--- src/rtl/core/marquee_scroll_window_macros.svh ---
// ----------------------------------------------------------------------------
// marquee_scroll_window assertion macros
// shared concurrent check forms, compiled out when SYNTH is defined
// ----------------------------------------------------------------------------
`ifndef MARQUEE_SCROLL_WINDOW_MACROS_SVH
`define MARQUEE_SCROLL_WINDOW_MACROS_SVH

`ifndef SYNTH

// same-cycle implication, sampled on clk, quiet during reset
`define MQSW_ASSERT_NOW(label, ante, cons) \
    label: assert property (@(posedge clk) disable iff (!rst_n) (ante) |-> (cons)) \
        else $error("marquee_scroll_window: check failed");

// next-cycle implication, sampled on clk, quiet during reset
`define MQSW_ASSERT_NEXT(label, ante, cons) \
    label: assert property (@(posedge clk) disable iff (!rst_n) (ante) |=> (cons)) \
        else $error("marquee_scroll_window: check failed");

`else

`define MQSW_ASSERT_NOW(label, ante, cons)
`define MQSW_ASSERT_NEXT(label, ante, cons)

`endif

`endif

--- src/rtl/core/mqsw_pkg.sv ---
// ----------------------------------------------------------------------------
// mqsw_pkg
// beat types, case codes and fixed widths of the marquee scroll window
// ----------------------------------------------------------------------------
`default_nettype none

package mqsw_pkg;

    localparam int WIDTH_BITS  = 12;
    localparam int SPACER_BITS = 8;
    localparam int INDEX_BITS  = 64;

    // holds 2*(text-window)+4 and text+spacer
    localparam int DIV_BITS = ((WIDTH_BITS > SPACER_BITS) ? WIDTH_BITS : SPACER_BITS) + 2;

    localparam int PAUSE_TICKS    = 2;
    localparam int ELLIPSIS_CHARS = 3;

    localparam logic KIND_BOUNCE = 1'b0;
    localparam logic KIND_LOOP   = 1'b1;

    typedef enum logic [1:0] {
        MODE_FIT    = 2'd0,
        MODE_TRUNC  = 2'd1,
        MODE_BOUNCE = 2'd2,
        MODE_LOOP   = 2'd3
    } mqsw_mode_t;

    typedef struct packed {
        logic                   kind;
        logic [INDEX_BITS-1:0]  tick_index;
        logic [WIDTH_BITS-1:0]  window_width;
        logic [WIDTH_BITS-1:0]  text_width;
        logic [SPACER_BITS-1:0] spacer_len;
        logic                   selected;
    } mqsw_in_t;

    typedef struct packed {
        logic [WIDTH_BITS-1:0]  first_offset;
        logic [WIDTH_BITS-1:0]  first_width;
        logic [SPACER_BITS-1:0] gap_offset;
        logic [SPACER_BITS-1:0] gap_width;
        logic [WIDTH_BITS-1:0]  wrap_width;
        logic                   ellipsis;
        logic                   scrolling;
    } mqsw_out_t;

    // what travels down the divider chain
    typedef struct packed {
        mqsw_mode_t             mode;
        logic [INDEX_BITS-1:0]  dividend;
        logic [DIV_BITS-1:0]    rem;
        logic [DIV_BITS-1:0]    divisor;
        logic [WIDTH_BITS-1:0]  win;
        logic [WIDTH_BITS-1:0]  txt;
        logic [SPACER_BITS-1:0] spc;
    } mqsw_div_t;

endpackage

`default_nettype wire

--- src/rtl/core/mqsw_finish.sv ---
// ----------------------------------------------------------------------------
// mqsw_finish
// turns the phase left by the divider chain into visible segments
// ----------------------------------------------------------------------------
`default_nettype none

module mqsw_finish (
    input  wire mqsw_pkg::mqsw_div_t data_in,
    output mqsw_pkg::mqsw_out_t      result
);
    import mqsw_pkg::*;

    logic [DIV_BITS-1:0] p;
    logic [DIV_BITS-1:0] win_e;
    logic [DIV_BITS-1:0] txt_e;
    logic [DIV_BITS-1:0] spc_e;
    logic [DIV_BITS-1:0] span;
    logic [DIV_BITS-1:0] bounce_off;
    logic                below;
    logic [DIV_BITS-1:0] o1;
    logic [DIV_BITS-1:0] w1_raw;
    logic [DIV_BITS-1:0] w1;
    logic [DIV_BITS-1:0] o2;
    logic [DIV_BITS-1:0] room;
    logic [DIV_BITS-1:0] w2_raw;
    logic [DIV_BITS-1:0] w2;
    logic [DIV_BITS-1:0] w3;
    logic [WIDTH_BITS-1:0] trunc_w;

    always_comb
    begin
        p     = data_in.rem;
        win_e = DIV_BITS'(data_in.win);
        txt_e = DIV_BITS'(data_in.txt);
        spc_e = DIV_BITS'(data_in.spc);

        // bounce: rest, slide right, rest, slide back
        span = txt_e - win_e;
        if (p < DIV_BITS'(PAUSE_TICKS))
        begin
            bounce_off = '0;
        end
        else if (p < span + DIV_BITS'(PAUSE_TICKS))
        begin
            bounce_off = p - DIV_BITS'(PAUSE_TICKS);
        end
        else if (p < span + DIV_BITS'(2 * PAUSE_TICKS))
        begin
            bounce_off = span;
        end
        else
        begin
            bounce_off = data_in.divisor - p;
        end

        // loop: text tail, spacer, text head
        below  = p < txt_e;
        o1     = below ? p : '0;
        w1_raw = below ? (txt_e - p) : '0;
        w1     = (w1_raw > win_e) ? win_e : w1_raw;
        o2     = (p > txt_e) ? (p - txt_e) : '0;
        room   = win_e - w1;
        w2_raw = spc_e - o2;
        w2     = (w2_raw > room) ? room : w2_raw;
        w3     = win_e - w1 - w2;

        if (data_in.win >= WIDTH_BITS'(ELLIPSIS_CHARS))
        begin
            trunc_w = data_in.win - WIDTH_BITS'(ELLIPSIS_CHARS);
        end
        else
        begin
            trunc_w = '0;
        end

        result = '0;
        case (data_in.mode)
            MODE_FIT:
            begin
                result.first_width = data_in.txt;
            end
            MODE_TRUNC:
            begin
                result.first_width = trunc_w;
                result.ellipsis    = 1'b1;
            end
            MODE_BOUNCE:
            begin
                result.first_offset = bounce_off[WIDTH_BITS-1:0];
                result.first_width  = data_in.win;
                result.scrolling    = 1'b1;
            end
            MODE_LOOP:
            begin
                result.first_offset = o1[WIDTH_BITS-1:0];
                result.first_width  = w1[WIDTH_BITS-1:0];
                result.gap_offset   = o2[SPACER_BITS-1:0];
                result.gap_width    = w2[SPACER_BITS-1:0];
                result.wrap_width   = w3[WIDTH_BITS-1:0];
                result.scrolling    = 1'b1;
            end
            default:
            begin
                result = '0;
            end
        endcase
    end

endmodule

`default_nettype wire

--- config.mk ---
export PLATFORM = sky130hd
export DESIGN_NAME = mqsw_finish
export DESIGN_NICKNAME = d
export VERILOG_FILES = /design/src/rtl/core/marquee_scroll_window_macros.svh /design/src/rtl/core/mqsw_pkg.sv /design/src/rtl/core/mqsw_finish.sv
export SDC_FILE = /design/constraint.sdc
export NUM_CORES = 1
export LEC_CHECK = 0
export BUFFER_PORTS_ARGS = -buffer_cell sky130_fd_sc_hd__buf_2
export CAP_MARGIN = 20
export CORE_ASPECT_RATIO = 0.6
export CORE_MARGIN = 4
export CORE_UTILIZATION = 61
export DETAILED_ROUTE_END_ITERATION = 10
export GPL_ROUTABILITY_DRIVEN = 0
export PLACE_DENSITY = 0.95
export SYNTH_ARGS = -nofsm -noshare
export SYNTH_HDL_FRONTEND = slang
export SYNTH_SLANG_ARGS = --single-unit
--- constraint.sdc ---
create_clock -name vclk -period 35.3
set_clock_uncertainty 0.05 [all_clocks]
set_input_delay 3.53 -clock vclk [all_inputs]
set_output_delay 3.53 -clock vclk [all_outputs]
set_load 0.005 [all_outputs]
Word-level counts from Yosys, hierarchy flattened
Index checks and enable logic that the tools add are counted.
{"block": "word_totals", "word_cells": 38, "regBits": 0, "in_bits": 126, "out_inout_bits": 54}
{"block": "classes", "n_mux": 14, "n_reduce_logical": 2, "eq_ne": 3, "order_cmp": 8, "add_sub_neg": 11}
{"cell": "2-to-1 mux 12 bit", "n": 6}
{"cell": "one-hot mux 12 bit (4 select lines)", "n": 1}
{"cell": "2-to-1 mux 14 bit", "n": 3}
{"cell": "greater-than comparator 14 x 12 -> 1 bit", "n": 2}
{"cell": "< comparator 14 bit", "n": 2}
{"cell": "2-to-1 mux 28 bit", "n": 1}
{"cell": "subtractor 12 x 14 -> 14 bit", "n": 2}
{"cell": "one-hot mux 12 bit (2 select lines)", "n": 1}
{"cell": "subtractor 12 bit", "n": 2}
{"cell": "subtractor 12 x 2 -> 12 bit, second input constant", "n": 2}
{"cell": "adder 13 x 3 -> 14 bit, second input constant", "n": 1}
{"cell": "adder 13 x 4 -> 14 bit, second input constant", "n": 1}
{"cell": "greater-than comparator 14 bit", "n": 1}
{"cell": "< comparator 14 x 12 -> 1 bit", "n": 1}
{"cell": "< comparator 14 x 2 -> 1 bit, second input constant", "n": 1}
{"cell": "subtractor 14 x 12 -> 14 bit", "n": 1}
{"cell": "subtractor 8 x 14 -> 14 bit", "n": 1}
{"cell": "subtractor 12 x 12 -> 13 bit", "n": 1}
{"cell": ">= comparator 12 x 2 -> 1 bit, second input constant", "n": 1}
{"cell": "equality test 2 bit, second input constant", "n": 2}
{"cell": "equality test 2 x 1 -> 1 bit, second input constant", "n": 1}
{"cell": "zero test 2 bit", "n": 1}
{"cell": "2-to-1 mux 1 bit", "n": 2}
{"cell": "OR reduction 2 bit", "n": 1}

Depth between registers and ports, before layout
{"block": "logic_depth", "depth_word": 9, "depth_mapped": 57, "depth_no_buf": 54}

Least setup slack after synthesis
Ideal clock, no wire load.
{"block": "synth_path", "path_kind": "in2out", "start": "input data_in[46] (netlist bit)", "end": "output result[12] (netlist bit)", "n_path_buf": 4, "setup_slack_ps": 19256, "stages": 57, "t_required_ps": 31720, "arrival_ps": 12464, "path_cell_list": "inv_1 > ha_1 > inv_1 > fa_1 > nand3_1 > a21oi_1 > nor3_1 > o21bai_1 > or3_1 > clkbuf_1 > clkbuf_1 > nor2_1 > ha_1 > nor2b_1 > o21a_1 > o21a_1 > o21ai_0 > nand2b_1 > [21 not listed] > o41ai_2 > a32o_2 > buf_6 > mux2i_1 > ha_1 > inv_1 > fa_1 > a21oi_1 > nor2_1 > nor2_1 > o21ai_0 > a21oi_1 > o21ai_0 > a21oi_1 > o21bai_1 > a21oi_1 > xor2_1 > nor2_1"}
{"element": "from (decl)", "line_no": "mqsw_finish.sv:8", "source": "input wire mqsw_pkg::mqsw_div_t data_in,"}
{"element": "to (decl)", "line_no": "mqsw_finish.sv:9", "source": "output mqsw_pkg::mqsw_out_t result"}

==> results.md <==
* Outcome: completed
* Sequential standard cell area at 0 sq um
* Top-count cell post-synth: ha_1
* Setup Total Neg Slack at 0 ns
* Final net count at 1337
* Layout Cells excl Fill at 1209
* Dpl cells at 1209
* PostCTS Resize Cnt at 0
* Global Route Usage Sum at 0.320
* Synth area leaders: ha_1, xnor2_1, nor2_1, mux2i_1, o21ai_0
* Seq Cell Count at 0
* Die area at 0.0129 sq mm
* CP Data Required Time at 31.72 ns
* F_max at 0.0537 GHz
* Min-delay worst type: input port to output port
* Area growth syn-to-layout at 8.71%
* Post-CTS Setup Repair Bufs at 0
* Initial drt markers at 1234
* Hold Path End: result[47]
* Routed Antenna Nets at 0
* Chip height at 89.6 um
* Final Hold Viols at 0
* Fin area at 0.00736 sq mm
* Post-DP Area at 0.00736 sq mm
* Remaining DRCs at 0
* Pre-antenna DRT Iters at 8
* Final setup violating endpoints at 0
* Total inserted antenna cells at 0
* Sequential element share of the synthesized area at 0
* Delay-heaviest family, CP: compound AO/OA/AOI/OAI gates
* CTS hold repair buffers at 0
* Core area at 0.0107 sq mm
* Initial Util at 0.632
* Hpwl dp at 18000 um
* Max-slew headroom at 0.408
* Critical path class: input port to output port
* Synthesized area at 0.00677 sq mm
* Grt ovf at 0
* Commonest cells post-synth: ha_1, nor2_1, inv_1
* DR vias at 7876
* YS warnings at 0
* Max incr delay on CP at 0.74 ns
* Initial antenna violation count at 0
* Critical Path End Type: output port
* Critical Path Start Type: input port
* Post-synth top area cell: ha_1
* Hold path depth at 3
* Synth Instances at 985
* Worst Path Buf+Inv at 6
* Unique masters post-synth at 70
* # clk buffers at 0
* Yosys top cell area share at 0.244
* Largest net degree at the start of global routing at 34
* LEAKAGE at 3.76 nW
* Synthesized Nets at 1250
* MaxCap Viol Count at 0
* Vias in the first global route at 7179
* VDD IR max at 49.9 uV
* I/O Buffers at 114
* Worst path most repeated cell: a21oi_1
* CP arrival at 15.04 ns
* # rows at 29
* Vias per Instance at 6.51
* RSZ-0062 raised after global routing: false
* Final worst path period share at 0.527
* Pwr Density at 40.1 mW/mm^2
* Avg WL per Cell at 17.7 um
* Chip width at 144 um
* CP max-delay cell: o31a_1
* HP Start: data_in[51]
* CP Depth at 55
* Slew Limit Fails at 0
* Crit-path max FO at 16
* Synth Area per Inst at 6.87 sq um
* Boundary pin count at 180
* Post-Route WL at 21400 um
* Worst slew pin tran at 0.884 ns
* First-pass GRT wire length at 34200 um
* Minimum clock period after layout at 18.62 ns
* Layout cell share with drive strength beyond 1 at 0.126
cell usage in the layout, fill, tap and decap left out, types with 28 or more instances in the layout:
cell	Yosys	layout
nand2_1	58	58
a21oi_1	75	75
nor3_1	30	30
inv_1	99	99
buf_2	6	114
nand3_1	28	28
xnor2_1	53	53
nor2_1	108	108
o21ai_0	80	80
mux2i_1	40	40
ha_1	132	132
per-stage QoR:
stage | hold slack (ns) | utilization | total power, W | setup slack, ns
floorplan | 7.07 | - | 0.000222 | 19.26
global placement | 7.42 | 0.687 | 0.000273 | 17.36
detailed placement | 7.42 | 0.687 | 0.000285 | 17.12
CTS | 7.42 | 0.687 | 0.000287 | 17.04
global route | 7.44 | 0.687 | 0.000327 | 15.83
finish | 7.42 | 0.687 | 0.000295 | 16.68
worst max path at each step:
stage | from | endpoint
2_1_floorplan | data_in[46] | result[12]
3_3_place_gp | data_in[46] | result[12]
3_5_place_dp | data_in[46] | result[13]
4_1_cts | data_in[46] | result[13]
5_1_grt | data_in[46] | result[13]
6_report | data_in[46] | result[12]
power by group:
group / switching, W / total [W] / internal (W)
sequential: 0 / 0 / 0
clock: 0 / 0 / 0
combinational: 0.000171 / 0.000295 / 0.000124
layout make-up:
type / instances / area (sq um)
fill: 862 / 3350
multi-input combinational: 852 / 6210
timing repair buffer: 118 / 601
tap: 139 / 174
inverter: 100 / 375
layer usage:
metal,share of wire,vias to the layer above,GRT usage
met1,0.43,3546,0.468
met2,0.40,560,0.487
met5,0,-,0
met4,0.024,0,0.0701
li1,-,3698,-
met3,0.15,72,0.0630
cells by family after synthesis:
logic type / share of synthesized area
buf+inv: 0.0828
simple gates: 0.221
fa+ha+maj: 0.265
mux: 0.0625
xor+xnor: 0.0971
compound gates: 0.271
Note: power is estimated with default switching activity, not from simulation.
