`config.mk`:
```
export PLATFORM = sky130hd
export DESIGN_NAME = mqsw_cell
export DESIGN_NICKNAME = d
export VERILOG_FILES = /design/src/rtl/core/marquee_scroll_window_macros.svh /design/src/rtl/core/mqsw_pkg.sv /design/src/rtl/core/mqsw_cell.sv
export SDC_FILE = /design/constraint.sdc
export NUM_CORES = 1
export LEC_CHECK = 0
export BUFFER_PORTS_ARGS = -buffer_cell sky130_fd_sc_hd__buf_2
export CELL_PAD_IN_SITES_DETAIL_PLACEMENT = 0
export CELL_PAD_IN_SITES_GLOBAL_PLACEMENT = 1
export CORE_MARGIN = 3
export CORE_UTILIZATION = 35
export DETAILED_ROUTE_END_ITERATION = 16
export GPL_TIMING_DRIVEN = 0
export PLACE_DENSITY_LB_ADDON = 0.1
export SETUP_SLACK_MARGIN = 0.4
export SLEW_MARGIN = 30
export SYNTH_ARGS = -nofsm -noshare
export SYNTH_HDL_FRONTEND = slang
export SYNTH_SLANG_ARGS = --single-unit
```
`constraint.sdc`:
```
create_clock -name clk -period 0.8 [get_ports clk]
set_input_delay 0.16 -clock clk [delete_from_list [all_inputs] [get_ports clk]]
set_output_delay 0.16 -clock clk [all_outputs]
set_load 0.01 [all_outputs]
```
`src/rtl/core/marquee_scroll_window_macros.svh`:
```
// ----------------------------------------------------------------------------
// marquee_scroll_window assertion macros
// shared concurrent check forms, compiled out when SYNTH is defined
// ----------------------------------------------------------------------------
`ifndef MARQUEE_SCROLL_WINDOW_MACROS_SVH
`define MARQUEE_SCROLL_WINDOW_MACROS_SVH

`ifndef SYNTH

// same-cycle implication, sampled on clk, quiet during reset
`define MQSW_ASSERT_NOW(label, ante, cons) \
    label: assert property (@(posedge clk) disable iff (!rst_n) (ante) |-> (cons)) \
        else $error("marquee_scroll_window: check failed");

// next-cycle implication, sampled on clk, quiet during reset
`define MQSW_ASSERT_NEXT(label, ante, cons) \
    label: assert property (@(posedge clk) disable iff (!rst_n) (ante) |=> (cons)) \
        else $error("marquee_scroll_window: check failed");

`else

`define MQSW_ASSERT_NOW(label, ante, cons)
`define MQSW_ASSERT_NEXT(label, ante, cons)

`endif

`endif

```
`src/rtl/core/mqsw_pkg.sv`:
```
// ----------------------------------------------------------------------------
// mqsw_pkg
// beat types, case codes and fixed widths of the marquee scroll window
// ----------------------------------------------------------------------------
`default_nettype none

package mqsw_pkg;

    localparam int WIDTH_BITS  = 12;
    localparam int SPACER_BITS = 8;
    localparam int INDEX_BITS  = 64;

    // holds 2*(text-window)+4 and text+spacer
    localparam int DIV_BITS = ((WIDTH_BITS > SPACER_BITS) ? WIDTH_BITS : SPACER_BITS) + 2;

    localparam int PAUSE_TICKS    = 2;
    localparam int ELLIPSIS_CHARS = 3;

    localparam logic KIND_BOUNCE = 1'b0;
    localparam logic KIND_LOOP   = 1'b1;

    typedef enum logic [1:0] {
        MODE_FIT    = 2'd0,
        MODE_TRUNC  = 2'd1,
        MODE_BOUNCE = 2'd2,
        MODE_LOOP   = 2'd3
    } mqsw_mode_t;

    typedef struct packed {
        logic                   kind;
        logic [INDEX_BITS-1:0]  tick_index;
        logic [WIDTH_BITS-1:0]  window_width;
        logic [WIDTH_BITS-1:0]  text_width;
        logic [SPACER_BITS-1:0] spacer_len;
        logic                   selected;
    } mqsw_in_t;

    typedef struct packed {
        logic [WIDTH_BITS-1:0]  first_offset;
        logic [WIDTH_BITS-1:0]  first_width;
        logic [SPACER_BITS-1:0] gap_offset;
        logic [SPACER_BITS-1:0] gap_width;
        logic [WIDTH_BITS-1:0]  wrap_width;
        logic                   ellipsis;
        logic                   scrolling;
    } mqsw_out_t;

    // what travels down the divider chain
    typedef struct packed {
        mqsw_mode_t             mode;
        logic [INDEX_BITS-1:0]  dividend;
        logic [DIV_BITS-1:0]    rem;
        logic [DIV_BITS-1:0]    divisor;
        logic [WIDTH_BITS-1:0]  win;
        logic [WIDTH_BITS-1:0]  txt;
        logic [SPACER_BITS-1:0] spc;
    } mqsw_div_t;

endpackage

`default_nettype wire

```
`src/rtl/core/mqsw_cell.sv`:
```
// ----------------------------------------------------------------------------
// mqsw_cell
// one restoring division step: takes the next tick bit into the remainder
// ----------------------------------------------------------------------------
`default_nettype none

module mqsw_cell (
    input  wire logic               clk,
    input  wire logic               rst_n,
    input  wire logic               enable,
    input  wire logic               valid_in,
    input  wire mqsw_pkg::mqsw_div_t data_in,
    output logic                    valid_out,
    output mqsw_pkg::mqsw_div_t     data_out
);
    import mqsw_pkg::*;

    logic                valid_reg;
    mqsw_div_t           data_reg;
    mqsw_div_t           data_next;
    logic [DIV_BITS:0]   trial;
    logic [DIV_BITS:0]   diff;

    always_comb
    begin
        trial     = {data_in.rem, data_in.dividend[INDEX_BITS-1]};
        diff      = trial - {1'b0, data_in.divisor};
        data_next = data_in;
        data_next.dividend = {data_in.dividend[INDEX_BITS-2:0], 1'b0};
        if (trial >= {1'b0, data_in.divisor})
        begin
            data_next.rem = diff[DIV_BITS-1:0];
        end
        else
        begin
            data_next.rem = trial[DIV_BITS-1:0];
        end
    end

    always_ff @(posedge clk or negedge rst_n)
    begin
        if (!rst_n)
        begin
            valid_reg <= 1'b0;
        end
        else if (enable)
        begin
            valid_reg <= valid_in;
        end
    end

    always_ff @(posedge clk)
    begin
        if (enable)
        begin
            data_reg <= data_next;
        end
    end

    assign valid_out = valid_reg;
    assign data_out  = data_reg;

endmodule

`default_nettype wire

```
## Word level (Yosys, flattened, before mapping)

Index checks and enable logic that the tools add are counted.

- Register bits: 126
- Input bits: 130
- Output and inout bits: 127
- Word-level logic and storage cells: 11

- Add/sub/neg operators: 1
- Order comparisons: 1
- Muxes and demuxes: 1

Operators by type and width:

| operator | number |
|---|---|
| $ge 15x14->1 | 1 |
| $mux 14 | 1 |
| $sub 14x14->14 | 1 |

## Logic depth before layout (Yosys ltp)

Gate-level depths: netlist of the first run.

- Depth after elaboration: 2
- Gate-level depth with buffers: 10
- Depth with buffers taken out: 10

## Worst setup path before layout of the first run

Ideal clock, no wire load.

- Path kind: in2reg
- Start: input port data_in[123] (netlist bit)
- End: register data_reg (netlist bit data_out[58]), data pin
- Library setup time: 0.169 ns
- Arrival: 1.909 ns
- Data required time: 0.631 ns
- Slack: -1.278 ns
- Stages on the path: 10
- Buffers on the path: 0
- Cells stage by stage: inv_1 > ha_1 > inv_1 > fa_1 > a211oi_1 > o21ai_0 > a22o_1 > o21a_1 > o21a_1 > o31ai_1

RTL lines:

| item | line | RTL |
|---|---|---|
| start: declaration | mqsw_cell.sv:12 | `input wire mqsw_pkg::mqsw_div_t data_in,` |
| end signal: assignment | mqsw_cell.sv:56 | `data_reg <= data_next;` |
| end: declaration | mqsw_cell.sv:19 | `mqsw_div_t data_reg;` |

==> results of run 1 <==
==> flip-flops by register name (all words and copies together) (netlist names) <==
signal / cells
data_out: 125
valid_out: 1
==> power by group through the flow <==
| stage | Clock [W] | Sequential (W) | Combinational [W] |
|---|---|---|---|
| 3_3_place_gp | 0 | 0.00820 | 0.00244 |
| 5_1_grt | 0.00784 | 0.00811 | 0.00336 |
| 3_5_place_dp | 0 | 0.00819 | 0.00248 |
| 4_1_cts | 0.00753 | 0.00806 | 0.00292 |
| 2_1_floorplan | 0 | 0.00855 | 0.000900 |
| 6_report | 0.00736 | 0.00806 | 0.00312 |
==> per-layer routing <==
layer / global-route usage, % / vias to the layer above
met1: 18.5 / 1613
met5: 0 / -
met3: 6.54 / 23
met2: 30.3 / 167
li1: - / 1609
met4: 8.12 / 0
==> per-stage QoR <==
stage	cells	setup slack, ns	hold WS [ns]
6_report	754	-1.02	-0.0791
5_1_grt	754	-1.05	-0.108
4_1_cts	741	-1.03	-0.100
3_5_place_dp	680	-1.58	-0.0631
3_3_place_gp	679	-1.98	-0.0642
2_1_floorplan	248	-1.18	-0.136
==> worst paths after layout <==
check	startpoint	to	depth (start not counted)
worst max-delay path	data_in[35]	data_out[52]	11
worst min-delay path	data_in[88]	data_out[89]	1
worst max register to register	valid_out	valid_out	1
worst min register to register	valid_out	valid_out	1
max in group asynchronous	rst_n	valid_out	2
min in group asynchronous	rst_n	valid_out	2
==> cells in the final DEF (no fill, tap or decap), types with 5 or more instances in the layout <==
master and count:
buf_4 25, ha_4 11, inv_1 6, clkbuf_16 20
buf_16 10, nand2_1 5, buf_6 17, inv_2 7
xnor2_1 7, buf_2 235, mux2_4 11, buf_8 5
nor2_1 6, edfxtp_1 125
==> area by class of cell <==
| class | instances | area (sq um) | area share, % |
|---|---|---|---|
| Sequential cell | 126 | 3780 | 47.5 |
| Timing Repair Buffer | 298 | 2070 | 26.1 |
| Multi-Input combinational cell | 102 | 1190 | 15.0 |
| Clock buffer | 17 | 425 | 5.35 |
| Tap cell | 176 | 220 | 2.77 |
| Clock inverter | 15 | 145 | 1.82 |
| Inverter | 18 | 100 | 1.26 |
| Buffer | 2 | 22.5 | 0.283 |
==> cell families (layout without fill, tap and decap cells) <==
| family | Yosys count | in the layout | synth area share (%) |
|---|---|---|---|
| compound gates | 38 | 38 | 6.36 |
| xor+xnor | 9 | 9 | 1.65 |
| fa+ha+maj | 15 | 15 | 4.09 |
| buf+inv | 20 | 350 | 1.89 |
| flops | 126 | 126 | 79.1 |
| mux | 13 | 13 | 3.75 |
| other cells | 1 | 1 | 0.0785 |
| simple gates | 26 | 26 | 3.09 |
==> repair_timing <==
| item | in CTS | in global routing |
|---|---|---|
| hold endpoints to repair | 113 | 112 |
| pin swaps | 19 | 21 |
| resized for setup | 37 | 37 |
| cloned | 9 | 3 |
| setup buffers | 19 | 10 |
| endpoints found under the setup margin | 231 | 181 |
==> metrics.md, run 1 <==
| Metric | Value |
|---|---|
| Global-route wire length before repair | `about 19000 um` |
| Die Y | `between 100 and 150 um` |
| Clk buf depth | `2` |
| Cell-internal power | `0.0142 W` |
| Global-route usage over all layers | `17.3%` |
| Leak pwr | `approximately 3.5 nW` |
| Worst Path Arrival | `between 1.5 and 2 ns` |
| Util after Layout | `about 60%` |
| Area delta synth->final | `66.6%` |
| HP Class | `in -> reg` |
| Netlist Area Pre-Place | `about 0.0048 sq mm` |
| Root Driver | `clkbuf_16` |
| Synth Instances | `248` |
| Hold Vio Cnt, Final | `112` |
| Synth cell count leaders | `125 x edfxtp_1, 18 x inv_1, 14 x ha_1, 9 x mux2_4, 7 x xnor2_1` |
| Core Rows | `42` |
| Max-Cap Viols | `0` |
| Port bufs | `about 260` |
| Worst Path Buf+Inv | `4` |
| Starting Density | `a little over a third` |
| Fin area | `between 0.007 and 0.008 sq mm` |
| Top-count cell post-synth | `edfxtp_1` |
| Area of placed instances | `roughly 0.0065 sq mm` |
| Later-pin clock latency in the skew report | `between 0.4 and 0.5 ns` |
| Startpoint Class | `input pin` |
| Final nets | `~700` |
| Netlist cell types | `between 40 and 50` |
| Layout cell share with drive strength beyond 1 | `approximately two thirds` |
| Final Skew | `0 ns` |
| Cell mode on critical path | `buf_6` |
| DRC | `0` |
| Mean Syn Cell Area | `between 15 and 20 sq um` |
| Antenna diodes | `0` |
| Warnings from Yosys | `0` |
| Async set-reset flop share out of synthesis | `less than 1%` |
| Slew Viols, Final | `0` |
| Count of final setup violators | `140` |
| Reg clk slew, reported paths | `about 0.060 ns` |
| Clock power frac | `39.7%` |
| CTS tree | `yes` |
| Core area | `~0.013 sq mm` |
| Power per cell area | `approximately 2300 mW/mm^2` |
| Maximum vdd drop | `between 1000 and 1500 uV` |
| Failing checks | `hold timing, setup timing` |
| Initial antenna violation count | `0` |
| Worst Path Max Fanout | `5` |
| Wire per inst | `around 18 um` |
| ANT nets after route | `0` |
| Met3 WL | `approximately 1300 um` |
| Total gr overflow | `0` |
| Fillers | `1067` |
| Crit path largest cell delay | `about 0.30 ns` |
| Crit path kind | `in -> reg` |
| CP delay by family, top | `compound AO/OA/AOI/OAI gates` |
| Number of global-route vias before repair | `approximately 3400` |
| Register bit total from synthesis | `roughly 130` |
| Total Wirelength | `between 10000 and 15000 um` |
| Routed vias | `approximately 3400` |
| Primary FF master, synth | `edfxtp_1` |
| Vias per cell | `approximately 4.5` |
| Starting DRT DRC Count | `96` |
| TNS Setup | `-47.61 ns` |
| Clock sinks | `between 100 and 150` |
| Hold-fix buffers at CTS | `1` |
| Critical Path RT | `between 0.9 and 1 ns` |
| Seq/Total Area, Yosys | `79.1%` |
| Top sig layer | `met4` |
| Synth top area share | `about four fifths` |
| Switching Fraction | `23.6%` |
| Io pins | `~260` |
| Yosys top cell by area | `edfxtp_1` |
| Final HPWL from detailed placement | `about 9000 um` |
| Tmin final | `1.82 ns` |
| Slowest CP cell | `mux2_4` |
| Syn nets | `around 390` |
| Sequential share of power | `43.5%` |
| Routability cong. | `0.712` |
| Top cells by area, synth | `edfxtp_1 79%, ha_1 3.7%, mux2_4 2.8%` |
| DRT met1 WL | `4690 um` |
| Tot Pwr | `0.0185 W` |
| Met2 Wirelength | `6970 um` |
| Worst hold margin | `-0.0791 ns` |
| Final setup margin | `-1.02 ns` |
| Crit end category | `register` |
| TritonCTS buffer count | `17` |
| Combinational share of power | `16.8%` |
| RSZ-0062 raised after global routing | `true` |
| Status | `complete, but fails checks` |
| Period utilization | `227%` |
| Fmax | `about 0.55 GHz` |
| Die Wd | `123 um` |
| H-tree depth | `4` |
| Number of synthesized flops with an enable pin | `125` |
| Router iterations before antenna repair | `4` |
| Worst path cell trace | `buf_6 > inv_4 > ha_4 > nand2_4 > o21bai_4 > and3b_2 > o21a_4 > o21ai_4 > buf_6 > buf_8 > mux2_4` |
| P_sw | `0.00437 W` |
| Largest net degree at the start of global routing | `23` |
| Flop2flop setup slack | `~0.07 ns` |
| Total die area | `0.0151 sq mm` |
(Power assumes the default switching activity.)
==> run 2: changes to the inputs <==
Settings changed: RECOVER_POWER from default to 50.
==> metrics.md, run 2 (synthesis results as in run 1) <==
| Metric | Value |
|---|---|
| Io pins | `around 260` |
| Final HPWL from detailed placement | `9040 um` |
| Leak pwr | `approximately 3.4 nW` |
| Cell mode on critical path | `buf_6` |
| Routability cong. | `~0.7` |
| Hold Path Origin | `data_in[42]` |
| Later-pin clock latency in the skew report | `0.41 ns` |
| Wire per inst | `about 18 um` |
| Total gr overflow | `0` |
| Worst hold margin | `-0.0794 ns` |
| RSZ-0062 raised after global routing | `true` |
| CP startpoint | `data_in[35]` |
| Largest net degree at the start of global routing | `23` |
| Slew @ Worst Pin | `between 0.6 and 0.7 ns` |
| Crit path largest cell delay | `around 0.3 ns` |
| Final Skew | `0 ns` |
| Most frequent cells in the layout | `231 x buf_2, 125 x edfxtp_1, 25 x buf_4` |
| Max reg flops | `~130` |
| CTS tree | `yes` |
| Worst Path Max Fanout | `5` |
| Count of final setup violators | `140` |
| Critical Path RT | `between 0.9 and 1 ns` |
| Router iterations before antenna repair | `4` |
| Fillers | `1072` |
| Worst Path Arrival | `between 1.5 and 2 ns` |
| Power per cell area | `around 2300 mW/mm^2` |
| Antenna diodes | `0` |
| CP delay by family, top | `compound AO/OA/AOI/OAI gates` |
| Clock sinks | `approximately 130` |
| Tot Pwr | `roughly 0.019 W` |
| Status | `complete, but fails checks` |
| Crit end category | `register` |
| Failing checks | `hold timing, setup timing` |
| Vias per cell | `4.53` |
| Commonest non-fill, non-tap cell in the layout | `buf_2` |
| Area of placed instances | `roughly 0.0065 sq mm` |
| H-tree depth | `4` |
| Hold-fix buffers at CTS | `1` |
| Worst rel slew slack | `between 50% and 60%` |
| Die Wd | `~120 um` |
| Hold Vio Cnt, Final | `112` |
| Global-route usage over all layers | `~17%` |
| Starting DRT DRC Count | `96` |
| Max-Cap Viols | `0` |
| Total Wirelength | `13300 um` |
| Root Driver | `clkbuf_16` |
| Period utilization | `227%` |
| Port bufs | `~260` |
| Maximum vdd drop | `1440 uV` |
| Reg clk slew, reported paths | `roughly 0.060 ns` |
| Slowest CP cell | `mux2_4` |
| Global-route wire length before repair | `around 19000 um` |
| Total die area | `between 0.015 and 0.02 sq mm` |
| Startpoint Class | `input pin` |
| Fmax | `roughly 0.55 GHz` |
| Die Y | `123 um` |
| Initial antenna violation count | `0` |
| Final setup margin | `-1.02 ns` |
| HP Class | `in -> reg` |
| Routed vias | `between 3000 and 4000` |
| Fin area | `approximately 0.0079 sq mm` |
| Layout cell share with drive strength beyond 1 | `around two thirds` |
| Core area | `0.0133 sq mm` |
| Tmin final | `between 1.5 and 2 ns` |
| Crit path kind | `in -> reg` |
| Area delta synth->final | `65.9%` |
| Worst Path Buf+Inv | `4` |
| Worst path cell trace | `buf_6 > inv_4 > ha_4 > nand2_4 > o21bai_4 > and3b_2 > o21a_4 > o21ai_4 > buf_6 > buf_8 > mux2_4` |
| FF/Latch Area | `approximately 0.0038 sq mm` |
| DRC | `0` |
| TNS Setup | `-47.61 ns` |
| Number of global-route vias before repair | `roughly 3400` |
| Final nets | `710` |
| FF-to-FF Start | `valid_out` |
| Slew Viols, Final | `0` |
| Starting Density | `35.9%` |
| Core Rows | `42` |
| Clk buf depth | `2` |
| Area occupied by multi-input gates | `between 0.001 and 0.0015 sq mm` |
| ANT nets after route | `0` |
| TritonCTS buffer count | `17` |
-- run 2: changes by cell type in the layout (fill, tap and decap cells not counted), sizes merged --
| cell | delta |
|---|---|
| clkbuf | +5 |
| bufbuf | -1 |
| buf | -4 |
-- run 2: final cells by class --
| type | count | share of cell area, % |
|---|---|---|
| tap | 176 | 2.78 |
| inverter | 18 | 1.26 |
| timing repair buffer | 298 | 25.7 |
| sequential | 126 | 47.7 |
| clock buffer | 17 | 5.37 |
| clock inverter | 15 | 1.83 |
| buffer | 2 | 0.284 |
| multi-input combinational | 102 | 15.0 |
-- run 2: per-layer routing --
| metal | vias to the layer above | GRT usage, % | share of wire (%) |
|---|---|---|---|
| li1 | 1609 | - | - |
| met2 | 165 | 30.3 | 53 |
| met4 | 0 | 8.12 | 2.4 |
| met3 | 23 | 6.54 | 9.8 |
| met5 | - | 0 | 0 |
| met1 | 1620 | 18.5 | 35 |
-- run 2: power by group --
part / leakage, nW / switching [W] / internal, W / total (W)
sequential: 1.24 / 0.000125 / 0.00793 / 0.00806
combinational: 1.91 / 0.00144 / 0.00166 / 0.00310
clock: 0.276 / 0.00281 / 0.00456 / 0.00737
-- run 2: timing repair --
action / CTS / global route
cloned: 9 / 3
buffers inserted: 19 / 10
gates resized for setup: 37 / 37
setup endpoints to repair: 231 / 181
pin swaps: 19 / 21
hold endpoints to repair: 113 / 112
-- run 2: final timing paths --
path / to / slack, ns / cells past startpoint
hold / removal: data_out[42] / -0.08 / 1
hold reg to reg: valid_out / 0.50 / 1
min in group asynchronous: valid_out / 0.08 / 2
setup / recovery: data_out[52] / -1.02 / 11
max in group asynchronous: valid_out / 0.63 / 2
setup reg to reg: valid_out / 0.07 / 1
-- run 2: per-stage QoR --
step | hold WS, ns | std cells | utilization [%] | worst slack [ns]
after global placement | -0.0642 | 679 | 48.8 | -1.98
after CTS | -0.100 | 741 | 57.6 | -1.03
after global routing | -0.108 | 754 | 59.6 | -1.05
after floorplan | -0.136 | 248 | - | -1.18
final | -0.0794 | 754 | 59.6 | -1.02
after detailed placement | -0.0631 | 680 | 49.0 | -1.58
